**src/rtl/core/button_autorepeat_stick_threshold_macros.svh**
```systemverilog
// Assertion macros for the button autorepeat block.
// Expect signals clk and rst_n in the scope of each use.
`ifndef BUTTON_AUTOREPEAT_STICK_THRESHOLD_MACROS_SVH
`define BUTTON_AUTOREPEAT_STICK_THRESHOLD_MACROS_SVH
`ifndef SYNTHESIS
`define BAR_ASSERT_IMP(label, ante, cons) \
    label: assert property (@(posedge clk) disable iff (!rst_n) (ante) |-> (cons)) \
        else $error("same-cycle check failed");
`define BAR_ASSERT_NXT(label, ante, cons) \
    label: assert property (@(posedge clk) disable iff (!rst_n) (ante) |=> (cons)) \
        else $error("next-cycle check failed");
`else
`define BAR_ASSERT_IMP(label, ante, cons)
`define BAR_ASSERT_NXT(label, ante, cons)
`endif
`endif

```
**src/rtl/core/bar_pkg.sv**
```systemverilog
// Shared types and constants for the button autorepeat block.
// No dependencies; used by bar_button_lane and the top level.
`default_nettype none
package bar_pkg;

    localparam int BTN_W       = 12;
    localparam int STICK_W     = 8;
    localparam int NOW_W       = 32;
    localparam int DELAY_W     = 12;
    localparam int DIRS_W      = 4;
    localparam int CFG_DATA_W  = 12;
    localparam int CFG_INDEX_W = 3;

    localparam int NUM_BUTTONS_DEF = 12;
    localparam int TIME_WIDTH_DEF  = 32;

    // Register indexes of the configuration port
    localparam logic [CFG_INDEX_W-1:0] REG_AUTOREPEAT_ENABLE = 3'd0;
    localparam logic [CFG_INDEX_W-1:0] REG_FIRST_DELAY       = 3'd1;
    localparam logic [CFG_INDEX_W-1:0] REG_REPEAT_INTERVAL   = 3'd2;
    localparam logic [CFG_INDEX_W-1:0] REG_STICK_LOW         = 3'd3;
    localparam logic [CFG_INDEX_W-1:0] REG_STICK_HIGH        = 3'd4;

    // Reset values
    localparam logic [DELAY_W-1:0] FIRST_DELAY_RST     = 12'd400;
    localparam logic [DELAY_W-1:0] REPEAT_INTERVAL_RST = 12'd50;
    localparam logic [STICK_W-1:0] STICK_LOW_RST       = 8'd32;
    localparam logic [STICK_W-1:0] STICK_HIGH_RST      = 8'd224;

    // Direction bit positions
    localparam int DIR_UP    = 0;
    localparam int DIR_DOWN  = 1;
    localparam int DIR_LEFT  = 2;
    localparam int DIR_RIGHT = 3;

    typedef struct packed {
        logic               advance;
        logic               autorepeat;
        logic [DELAY_W-1:0] first_delay;
        logic [DELAY_W-1:0] repeat_interval;
    } bar_lane_ctl_t;

endpackage
`default_nettype wire

```
**src/rtl/core/bar_button_lane.sv**
```systemverilog
// One button's autorepeat state: armed flag and deadline.
// Depends on bar_pkg for the lane control struct.
`default_nettype none
module bar_button_lane
    import bar_pkg::*;
#(
    parameter int TIME_WIDTH = TIME_WIDTH_DEF
)
(
    input  wire logic                  clk,
    input  wire logic                  rst_n,
    input  wire bar_lane_ctl_t         ctl,
    input  wire logic                  held,
    input  wire logic [TIME_WIDTH-1:0] now,
    output logic                       report
);

    logic                  armed_reg;
    logic                  armed_next;
    logic [TIME_WIDTH-1:0] deadline_reg;
    logic [TIME_WIDTH-1:0] deadline_next;
    logic [DELAY_W-1:0]    gap;
    logic                  due;

    assign due = !armed_reg || (now >= deadline_reg);

    always_comb
    begin
        report        = 1'b0;
        armed_next    = armed_reg;
        deadline_next = deadline_reg;
        gap           = ctl.first_delay;
        if (!held)
        begin
            // release: disarm
            armed_next    = 1'b0;
            deadline_next = '0;
        end
        else if (!ctl.autorepeat || due)
        begin
            if (ctl.autorepeat && armed_reg)
                gap = ctl.repeat_interval;
            report        = 1'b1;
            armed_next    = 1'b1;
            deadline_next = now + {{(TIME_WIDTH-DELAY_W){1'b0}}, gap};
        end
    end

    always_ff @(posedge clk or negedge rst_n)
    begin
        if (!rst_n)
        begin
            armed_reg    <= 1'b0;
            deadline_reg <= '0;
        end
        else if (ctl.advance)
        begin
            armed_reg    <= armed_next;
            deadline_reg <= deadline_next;
        end
    end

endmodule
`default_nettype wire

```
**src/rtl/core/button_autorepeat_stick_threshold.sv**
```systemverilog
// Top level: controller sample conditioner with button autorepeat and stick thresholds.
// Depends on bar_pkg, bar_button_lane and the assertion macro header.
//
//  channel | signals                          | direction | accepted when
//  --------+----------------------------------+-----------+-----------------------
//  in      | in_valid, in_stall, sample flds  | in        | in_valid && !in_stall
//  out     | out_valid, out_stall, result flds| out       | out_valid && !out_stall
//  cfg     | cfg_wr_en, cfg_index, cfg_data   | in        | cfg_wr_en
//
// One transaction per cycle sustained while out_stall is low; each item passes the input
// register, then the result register. The per-button compare and add sit between them.
// Reset clears the valid flags, armed flags and deadlines and loads the config reset
// values; the block takes a transaction right after reset. in_stall rises only when
// the input register is full and the result register is full and stalled.
`default_nettype none
`include "button_autorepeat_stick_threshold_macros.svh"
module button_autorepeat_stick_threshold
    import bar_pkg::*;
#(
    parameter int NUM_BUTTONS = NUM_BUTTONS_DEF,
    parameter int TIME_WIDTH  = TIME_WIDTH_DEF
)
(
    input  wire logic                   clk,
    input  wire logic                   rst_n,

    input  wire logic                   cfg_wr_en,
    input  wire logic [CFG_INDEX_W-1:0] cfg_index,
    input  wire logic [CFG_DATA_W-1:0]  cfg_data,

    input  wire logic                   in_valid,
    output logic                        in_stall,
    input  wire logic [BTN_W-1:0]       buttons_held,
    input  wire logic [STICK_W-1:0]     stick_x,
    input  wire logic [STICK_W-1:0]     stick_y,
    input  wire logic [NOW_W-1:0]       now_ms,

    output logic                        out_valid,
    input  wire logic                   out_stall,
    output logic [BTN_W-1:0]            buttons_out,
    output logic [DIRS_W-1:0]           stick_dirs,
    output logic [STICK_W-1:0]          stick_x_out,
    output logic [STICK_W-1:0]          stick_y_out
);

    // ---------------------------------------------------------------
    // Configuration registers
    // ---------------------------------------------------------------
    logic               ar_en_reg;
    logic [DELAY_W-1:0] first_delay_reg;
    logic [DELAY_W-1:0] repeat_interval_reg;
    logic [STICK_W-1:0] stick_low_reg;
    logic [STICK_W-1:0] stick_high_reg;

    always_ff @(posedge clk or negedge rst_n)
    begin
        if (!rst_n)
        begin
            ar_en_reg           <= 1'b0;
            first_delay_reg     <= FIRST_DELAY_RST;
            repeat_interval_reg <= REPEAT_INTERVAL_RST;
            stick_low_reg       <= STICK_LOW_RST;
            stick_high_reg      <= STICK_HIGH_RST;
        end
        else if (cfg_wr_en)
        begin
            // mask each write to the register width; unknown indexes drop
            case (cfg_index)
                REG_AUTOREPEAT_ENABLE: ar_en_reg           <= cfg_data[0];
                REG_FIRST_DELAY:       first_delay_reg     <= cfg_data[DELAY_W-1:0];
                REG_REPEAT_INTERVAL:   repeat_interval_reg <= cfg_data[DELAY_W-1:0];
                REG_STICK_LOW:         stick_low_reg       <= cfg_data[STICK_W-1:0];
                REG_STICK_HIGH:        stick_high_reg      <= cfg_data[STICK_W-1:0];
                default: ;
            endcase
        end
    end

    // ---------------------------------------------------------------
    // Input register
    // ---------------------------------------------------------------
    logic                  s1_valid_reg;
    logic [BTN_W-1:0]      s1_buttons_reg;
    logic [STICK_W-1:0]    s1_x_reg;
    logic [STICK_W-1:0]    s1_y_reg;
    logic [TIME_WIDTH-1:0] s1_now_reg;
    logic [TIME_WIDTH-1:0] now_fit;
    logic                  in_take;
    logic                  s1_adv;

    // Take now_ms modulo 2^TIME_WIDTH, zero-extended when the time is wider
    generate
        if (TIME_WIDTH > NOW_W)
        begin : g_now_wide
            assign now_fit = {{(TIME_WIDTH-NOW_W){1'b0}}, now_ms};
        end
        else if (TIME_WIDTH == NOW_W)
        begin : g_now_same
            assign now_fit = now_ms;
        end
        else
        begin : g_now_narrow
            assign now_fit = now_ms[TIME_WIDTH-1:0];
        end
    endgenerate

    // Advance the input register whenever the result register is free or draining
    assign s1_adv   = s1_valid_reg && (!out_valid || !out_stall);
    assign in_stall = s1_valid_reg && !s1_adv;
    assign in_take  = in_valid && !in_stall;

    always_ff @(posedge clk or negedge rst_n)
    begin
        if (!rst_n)
            s1_valid_reg <= 1'b0;
        else if (in_take)
            s1_valid_reg <= 1'b1;
        else if (s1_adv)
            s1_valid_reg <= 1'b0;
    end

    always_ff @(posedge clk)
    begin
        if (in_take)
        begin
            s1_buttons_reg <= buttons_held;
            s1_x_reg       <= stick_x;
            s1_y_reg       <= stick_y;
            s1_now_reg     <= now_fit;
        end
    end

    // ---------------------------------------------------------------
    // Per-button autorepeat lanes; state commits as the item advances
    // ---------------------------------------------------------------
    bar_lane_ctl_t          lane_ctl;
    logic [NUM_BUTTONS-1:0] lane_report;
    logic [BTN_W-1:0]       btn_report;

    assign lane_ctl.advance         = s1_adv;
    assign lane_ctl.autorepeat      = ar_en_reg;
    assign lane_ctl.first_delay     = first_delay_reg;
    assign lane_ctl.repeat_interval = repeat_interval_reg;

    genvar gi;
    generate
        for (gi = 0; gi < NUM_BUTTONS; gi++)
        begin : g_lane
            logic lane_held;
            if (gi < BTN_W)
            begin : g_held
                assign lane_held = s1_buttons_reg[gi];
            end
            else
            begin : g_none
                // no input bit for this button: it is never held
                assign lane_held = 1'b0;
            end

            bar_button_lane #(
                .TIME_WIDTH (TIME_WIDTH)
            ) u_lane (
                .clk    (clk),
                .rst_n  (rst_n),
                .ctl    (lane_ctl),
                .held   (lane_held),
                .now    (s1_now_reg),
                .report (lane_report[gi])
            );
        end

        for (gi = 0; gi < BTN_W; gi++)
        begin : g_out
            if (gi < NUM_BUTTONS)
            begin : g_lane_bit
                assign btn_report[gi] = lane_report[gi];
            end
            else
            begin : g_zero_bit
                assign btn_report[gi] = 1'b0;
            end
        end
    endgenerate

    // ---------------------------------------------------------------
    // Stick direction thresholds: below-low wins over at-or-above-high
    // ---------------------------------------------------------------
    logic [DIRS_W-1:0] dirs;
    logic              y_low;
    logic              x_low;

    assign y_low = s1_y_reg < stick_low_reg;
    assign x_low = s1_x_reg < stick_low_reg;

    always_comb
    begin
        dirs            = '0;
        dirs[DIR_UP]    = y_low;
        dirs[DIR_DOWN]  = !y_low && (s1_y_reg >= stick_high_reg);
        dirs[DIR_LEFT]  = x_low;
        dirs[DIR_RIGHT] = !x_low && (s1_x_reg >= stick_high_reg);
    end

    // ---------------------------------------------------------------
    // Result register
    // ---------------------------------------------------------------
    logic               out_valid_reg;
    logic [BTN_W-1:0]   buttons_out_reg;
    logic [DIRS_W-1:0]  dirs_reg;
    logic [STICK_W-1:0] x_out_reg;
    logic [STICK_W-1:0] y_out_reg;

    always_ff @(posedge clk or negedge rst_n)
    begin
        if (!rst_n)
            out_valid_reg <= 1'b0;
        else if (s1_adv)
            out_valid_reg <= 1'b1;
        else if (!out_stall)
            out_valid_reg <= 1'b0;
    end

    always_ff @(posedge clk)
    begin
        if (s1_adv)
        begin
            buttons_out_reg <= btn_report;
            dirs_reg        <= dirs;
            x_out_reg       <= s1_x_reg;
            y_out_reg       <= s1_y_reg;
        end
    end

    assign out_valid   = out_valid_reg;
    assign buttons_out = buttons_out_reg;
    assign stick_dirs  = dirs_reg;
    assign stick_x_out = x_out_reg;
    assign stick_y_out = y_out_reg;

    // ---------------------------------------------------------------
    // Assertions
    // ---------------------------------------------------------------
    `BAR_ASSERT_IMP(a_stall_needs_full_stage, in_stall, s1_valid_reg && out_valid_reg)
    `BAR_ASSERT_NXT(a_advance_fills_result, s1_adv, out_valid_reg)
    `BAR_ASSERT_NXT(a_report_within_held, s1_adv, (buttons_out & ~$past(s1_buttons_reg)) == '0)
    `BAR_ASSERT_NXT(a_passthrough_when_off, s1_adv && !ar_en_reg,
                    buttons_out == $past(btn_report) && stick_x_out == $past(s1_x_reg))

endmodule
`default_nettype wire
```
**config.mk**
```make
export PLATFORM = sky130hd
export DESIGN_NAME = button_autorepeat_stick_threshold
export DESIGN_NICKNAME = d
export VERILOG_FILES = /design/src/rtl/core/bar_pkg.sv /design/src/rtl/core/bar_button_lane.sv /design/src/rtl/core/button_autorepeat_stick_threshold.sv
export VERILOG_INCLUDE_DIRS = /design/src /design/src/rtl/core
export SDC_FILE = /design/constraint.sdc
export NUM_CORES = 2
export LEC_CHECK = 0
export ABC_AREA = 1
export BUFFER_PORTS_ARGS = -buffer_cell sky130_fd_sc_hd__buf_2
export CAP_MARGIN = 15
export CORE_UTILIZATION = 60
export CTS_CLUSTER_SIZE = 12
export DETAILED_ROUTE_END_ITERATION = 8
export HOLD_SLACK_MARGIN = 0.12
export PLACE_DENSITY = 0.84
export RECOVER_POWER = 25
export SKIP_CTS_REPAIR_TIMING = 1
export SYNTH_ARGS = -nofsm -noshare
export SYNTH_HDL_FRONTEND = slang
export SYNTH_SLANG_ARGS = --single-unit
```
**constraint.sdc**
```tcl
create_clock -name clk -period 3.5 [get_ports clk]
set_clock_uncertainty 0.1 [all_clocks]
set_input_delay 0.35 -clock clk [delete_from_list [all_inputs] [get_ports clk]]
set_output_delay 0.35 -clock clk [all_outputs]
set_load 0.005 [all_outputs]
```
## After elaboration in Yosys (flattened, before gate mapping)

Cells that the tools add are included.

- Muxes and demuxes: 100
- Equal/unequal tests: 17
- Reductions and logical operators: 80
- Add/subtract/negate cells: 12
- $lt $le $gt $ge: 16

Operators with widths:

| cell | count |
|---|---|
| $mux W32 | 24 |
| $mux W12 | 36 |
| $add A32 B12 Y32 | 12 |
| $ge A32 B32 Y1 | 12 |
| $mux W1 | 40 |
| $reduce_and A2 Y1 | 17 |
| $ne A2 B1 Y1 const B | 13 |
| $logic_or A1 B1 Y1 | 25 |
| $logic_not A1 Y1 | 19 |
| $logic_and A1 B1 Y1 | 17 |
| $ge A8 B8 Y1 | 2 |
| $lt A8 B8 Y1 | 2 |
| $eq A3 B2 Y1 const B | 2 |
| $eq A3 B1 Y1 const B | 1 |
| $eq A3 B3 Y1 const B | 1 |
| $logic_not A3 Y1 | 1 |
| $reduce_bool A2 Y1 | 1 |

- Flip-flop bits (word level): 531
- Output and inout port bits: 34

## Logic depth before layout (Yosys ltp)

- Depth in word-level cells: 8
- Depth in mapped cells: 20
- Depth with buffers taken out: 18

## Cells and area by module

A second synthesis with hierarchy kept.

- Cell total of the unflattened synthesis: 8071
- Area, all modules: 53023.4 µm²

Modules (own cells, without submodules):

| module | cells an instance | times used | area an instance (µm²) |
|---|---|---|---|
| bar_button_lane at g_lane[11].u_lane ... | 640 | 7 | 3952.5 |
| bar_button_lane at g_lane[0].u_lane ... | 642 | 3 | 4012.6 |
| button_autorepeat_stick_threshold | 382 | 1 | 5323.9 |
| bar_button_lane at g_lane[2].u_lane | 642 | 1 | 4023.9 |
| bar_button_lane at g_lane[4].u_lane | 641 | 1 | 3970.1 |

## Worst setup path after synthesis

Ideal clock, no wire load.

- Path type: register to register
- Start: register s1_now_reg[1]
- End: register g_lane[3].u_lane.deadline_reg[28]
- Path slack: 0.512 ns
- Period minus slack after synthesis: 2.988 ns
- Cell stages (with the launch flop): 14
- Setup time: 0.083 ns
- Arrival: 2.805 ns
- Required time: 3.317 ns
- Buffers on the path: 0
- Cell sequence: edfxtp_1 > inv_1 > fa_1 > inv_1 > nand3_1 > nand3_1 > nand2_1 > nand2_1 > nand2_1 > nand2_1 > nand2_1 > nand2_1 > nand3_1 > o21ai_0

- Cells in the longest elaborated chain, start to end: 5
- Elaborated cells on any way between the ends: 8
- Those cells by class: 1 x add/sub; 1 x order compare; 1 x eq/ne; 2 x mux; 3 x reduce/logical

Ends and longest elaborated chain:

| element | line | source |
|---|---|---|
| from (decl) | button_autorepeat_stick_threshold.sv:86 | `logic [TIME_WIDTH-1:0] s1_now_reg;` |
| from (signal assigned) | button_autorepeat_stick_threshold.sv:129 | `s1_now_reg <= now_fit;` |
| $ge A32 B32 Y1 | bar_button_lane.sv:25 | `assign due = !armed_reg \|\| (now >= deadline_reg);` |
| $logic_or A1 B1 Y1 | bar_button_lane.sv:25 |  |
| $logic_or A1 B1 Y1 | bar_button_lane.sv:39 | `else if (!ctl.autorepeat \|\| due)` |
| $ne A2 B1 Y1 (no source line) | -- |  |
| $reduce_and A2 Y1 (no source line) | -- |  |
| to (signal assigned) | bar_button_lane.sv:59 | `deadline_reg <= deadline_next;` |
| to (decl) | bar_button_lane.sv:20 | `logic [TIME_WIDTH-1:0] deadline_reg;` |

Parallel ways exist; a longest one is shown, timed or not. The select of a mux whose other input is x is not followed.
A chain may end at the register's enable or synchronous reset.

## Worst setup path in the final report

- Start: register s1_now_reg[7]
- End: register g_lane[4].u_lane.deadline_reg[0]

- Cells in the longest elaborated chain, start to end: 5

Ends and longest elaborated chain:

| element | line |
|---|---|
| $ge A32 B32 Y1 | bar_button_lane.sv:25 |
| $logic_or A1 B1 Y1 | bar_button_lane.sv:25 |
| $logic_or A1 B1 Y1 | bar_button_lane.sv:39 |
| $ne A2 B1 Y1 (no source line) | -- |
| $reduce_and A2 Y1 (no source line) | -- |
| to (signal assigned) | bar_button_lane.sv:59 |
| to (decl) | bar_button_lane.sv:20 |

Every way passes these cells.

==> results.tsv <==
stage	metric	value	unit
logic_synthesis	post-synth top area share	22.83	%
clock_tree	CTS max path bufs	3	
logic_synthesis	Synth Area per Inst	6.628	µm²
status	outcome	complete, but fails checks	
power	Leakage Power	28.19	nW
power	Comb pwr share	47.7	%
logic_synthesis	dominant cell type by area after synthesis	dfrtp_1	
clock_tree	CTS H-tree depth	3	
timing	relative slew slack	-80.15	%
detailed_routing	Iter 0 DRT Violations	6171	
logic_synthesis	synthesized cell area	47030	µm²
final_layout	most common cell after layout, fill and taps aside	nand2_1	
final_layout	share of layout cells above drive strength 1	7.269	%
power	clock network power share	23.4	%
final_layout	final core utilization	68.66	%
logic_synthesis	Synth async-reset ratio	82.67	%
timing	Final Hold Vio Count	0	
clock_tree	CTS tree	built	
timing	fin crit period	3386	ps
floorplan	Initial Util	60.71	%
job	max cap viols	1	
timing	Fmax	295.3	MHz
global_route	first-pass GRT wire length	273.2	mm
setup_path	Max Fanout on Critical Path	12	
timing	fin. max-slew vios	79	
detailed_routing	routed via count	49890	
power	Max rail drop VDD	0.0006012	V
floorplan	IO Count	114	
timing	Final Setup Violations	0	
logic_synthesis	Post-Syn Nets	7745	
worst_hold_path	hold path startpoint	now_ms[8]	
power	NetSw	14.00	mW
logic_synthesis	sequential area share after synthesis	29.26	%
logic_synthesis	Area contributors post-synth	dfrtp_1 (23%), nand2_1 (21%), ha_1 (15%)	
global_route	total gr overflow	0	
setup_path	CP required	3970	ps
status	violated checks	max-capacitance violations, max-slew violations	
timing	Setup TNS	0	ps
timing	RSZ-0062 raised after global routing	true	
floorplan	Total Die Area	79500	µm²
clock_tree	Clk Latency, worst-skew pair	650	ps
setup_path	Critical R2R Launch	s1_now_reg[7]	
worst_hold_path	type of the worst min-delay path	in2reg	
logic_synthesis	Warnings, synthesis	0	
setup_path	Worst Path Arrival	3860	ps
detailed_routing	wire per inst	22.34	µm
timing	worst slew pin tran	2702	ps
floorplan	Die Y	282.0	µm
global_route	largest net degree at the start of global routing	83	
detailed_routing	DRC	0	
global_route	vias in the first global route	45970	
global_route	initial antenna violation count	12	
global_route	GRT Overall Usage	46.55	%
power	PD cells	586.6	nW/µm²
final_layout	flip-flop count of the largest register after layout	384	
final_layout	Final Net Count	7984	
power	sw frac	44.87	%
floorplan	core region area	77470	µm²
detailed_routing	final WL	188.4	mm
clock_tree	CTS Sinks	531	
setup_path	Worst Setup SP	s1_now_reg[7]	
detailed_routing	Pre-antenna DRT Iters	9	
final_layout	most frequent cells in the layout	nand2_1 (2618), inv_1 (904), nand3_1 (747)	
power	Sequential Power Share	28.9	%
detailed_routing	vias per inst	5.916	
logic_synthesis	count of state elements after synthesis	531	
placement	Routability Congestion	1.045	
floorplan	row count	102	
logic_synthesis	Cells after Synth	7095	
detailed_routing	ANT nets after route	0	
setup_path	type of origin of the critical path	register	
clock_tree	number of CTS-inserted buffers	67	
clock_tree	root buffer cell	clkbuf_16	
logic_synthesis	Main synth FF type	dfrtp_1	
floorplan	Die X	282.0	µm
final_layout	Filler cells	6587	
clock_tree	CTS clk-pin slew, worst paths	60	ps
setup_path	CP endpoint kind	register	
placement	port bufs	113	
power	Internal Dissipation	17.20	mW
setup_path	Critical Setup Path Class	reg2reg	
logic_synthesis	Netlist cell types	43	
placement	post-DP HPWL	130.6	mm
logic_synthesis	EDFF count, synth	92	
final_layout	P&R area growth vs syn	13.11	%
timing	final critical-path share of the clock period	96.75	%
-- per-layer routing --
layer / vias to the layer above / global-route usage, % / routed length, µm
met3: 914 / 13.59 / 26900
met5: - / 0 / 15
met1: 22710 / 59.52 / 69360
met2: 3246 / 67.69 / 76740
li1: 23020 / - / -
met4: 2 / 31.66 / 15390
-- logic make-up after synthesis --
kind of cell,synth area share [%]
simple gates,34.88
fa+ha+maj,15.36
flops,29.26
buf+inv,10.07
compound gates,7.856
xor+xnor,2.570
-- Yosys cell counts, drive strengths merged (15+ instances only) --
cell type	instances
dfrtp	429
o21ai	412
nor2	473
edfxtp	92
nand4	21
nand3b	36
clkbuf	99
ha	558
nand3	747
xor2	126
nand2	2637
a21boi	15
buf	166
and2	41
a21o	42
inv	912
or2	20
a21oi	196
-- critical path, stage by stage (launching register included) --
cell      delay (ps)
edfxtp_1        1060
buf_4            480
ha_1             230
nand2_1           70
nor2_1           160
nand2_1           70
nor2_1            80
nor2_1            50
nand2_1          140
nand2_1           90
a21oi_1          300
buf_4            260
nand3_1          100
nand2_1           70
-- area by class of cell --
class / count / area, µm² / area share [%]
clock inverters: 32 / 397.9 / 0.7480
multi-input cells: 5386 / 28560 / 53.69
diodes: 4 / 10.01 / 0.01882
inverters: 913 / 3428 / 6.445
repair buffers: 435 / 3867 / 7.271
flip-flops and latches: 531 / 13760 / 25.87
well taps: 1040 / 1301 / 2.446
clock buffers: 91 / 1867 / 3.510
-- worst paths after layout --
check / end / slack, ps / depth (start not counted)
worst max-delay path: g_lane[4].u_lane.deadline_reg[0] / 110 / 13
worst min-delay path: s1_now_reg[8] / 300 / 2
worst max register to register: g_lane[4].u_lane.deadline_reg[0] / 110 / 13
worst min register to register: stick_x_out[0] / 370 / 0
max in group asynchronous: g_lane[0].u_lane.deadline_reg[4] / 580 / 3
min in group asynchronous: s1_valid_reg / 970 / 2
-- through the flow --
step	cell area (µm²)	setup slack (ps)	std cells	hold slack (ps)	power [mW]
final	53190	113.8	8432	299.5	31.20
after global routing	53180	-4.316	8428	304.9	33.21
after CTS	52410	244.4	8349	-358.0	30.57
after detailed placement	50140	276.0	8226	321.4	23.23
after global placement	50140	341.8	8226	313.7	22.77
after floorplan	47030	512.3	7095	-45.59	18.69
-- power by group through the flow --
| stage | Combinational (mW) | Clock [mW] | Sequential (mW) |
|---|---|---|---|
| floorplan | 9.98 | 0 | 8.72 |
| CTS | 14.3 | 7.29 | 8.95 |
| finish | 14.9 | 7.31 | 9.02 |
| detailed placement | 14.2 | 0 | 9.03 |
| global route | 16.5 | 7.53 | 9.16 |
| global placement | 13.8 | 0 | 9.00 |
No activity file was read; power rests on OpenSTA's default activity.
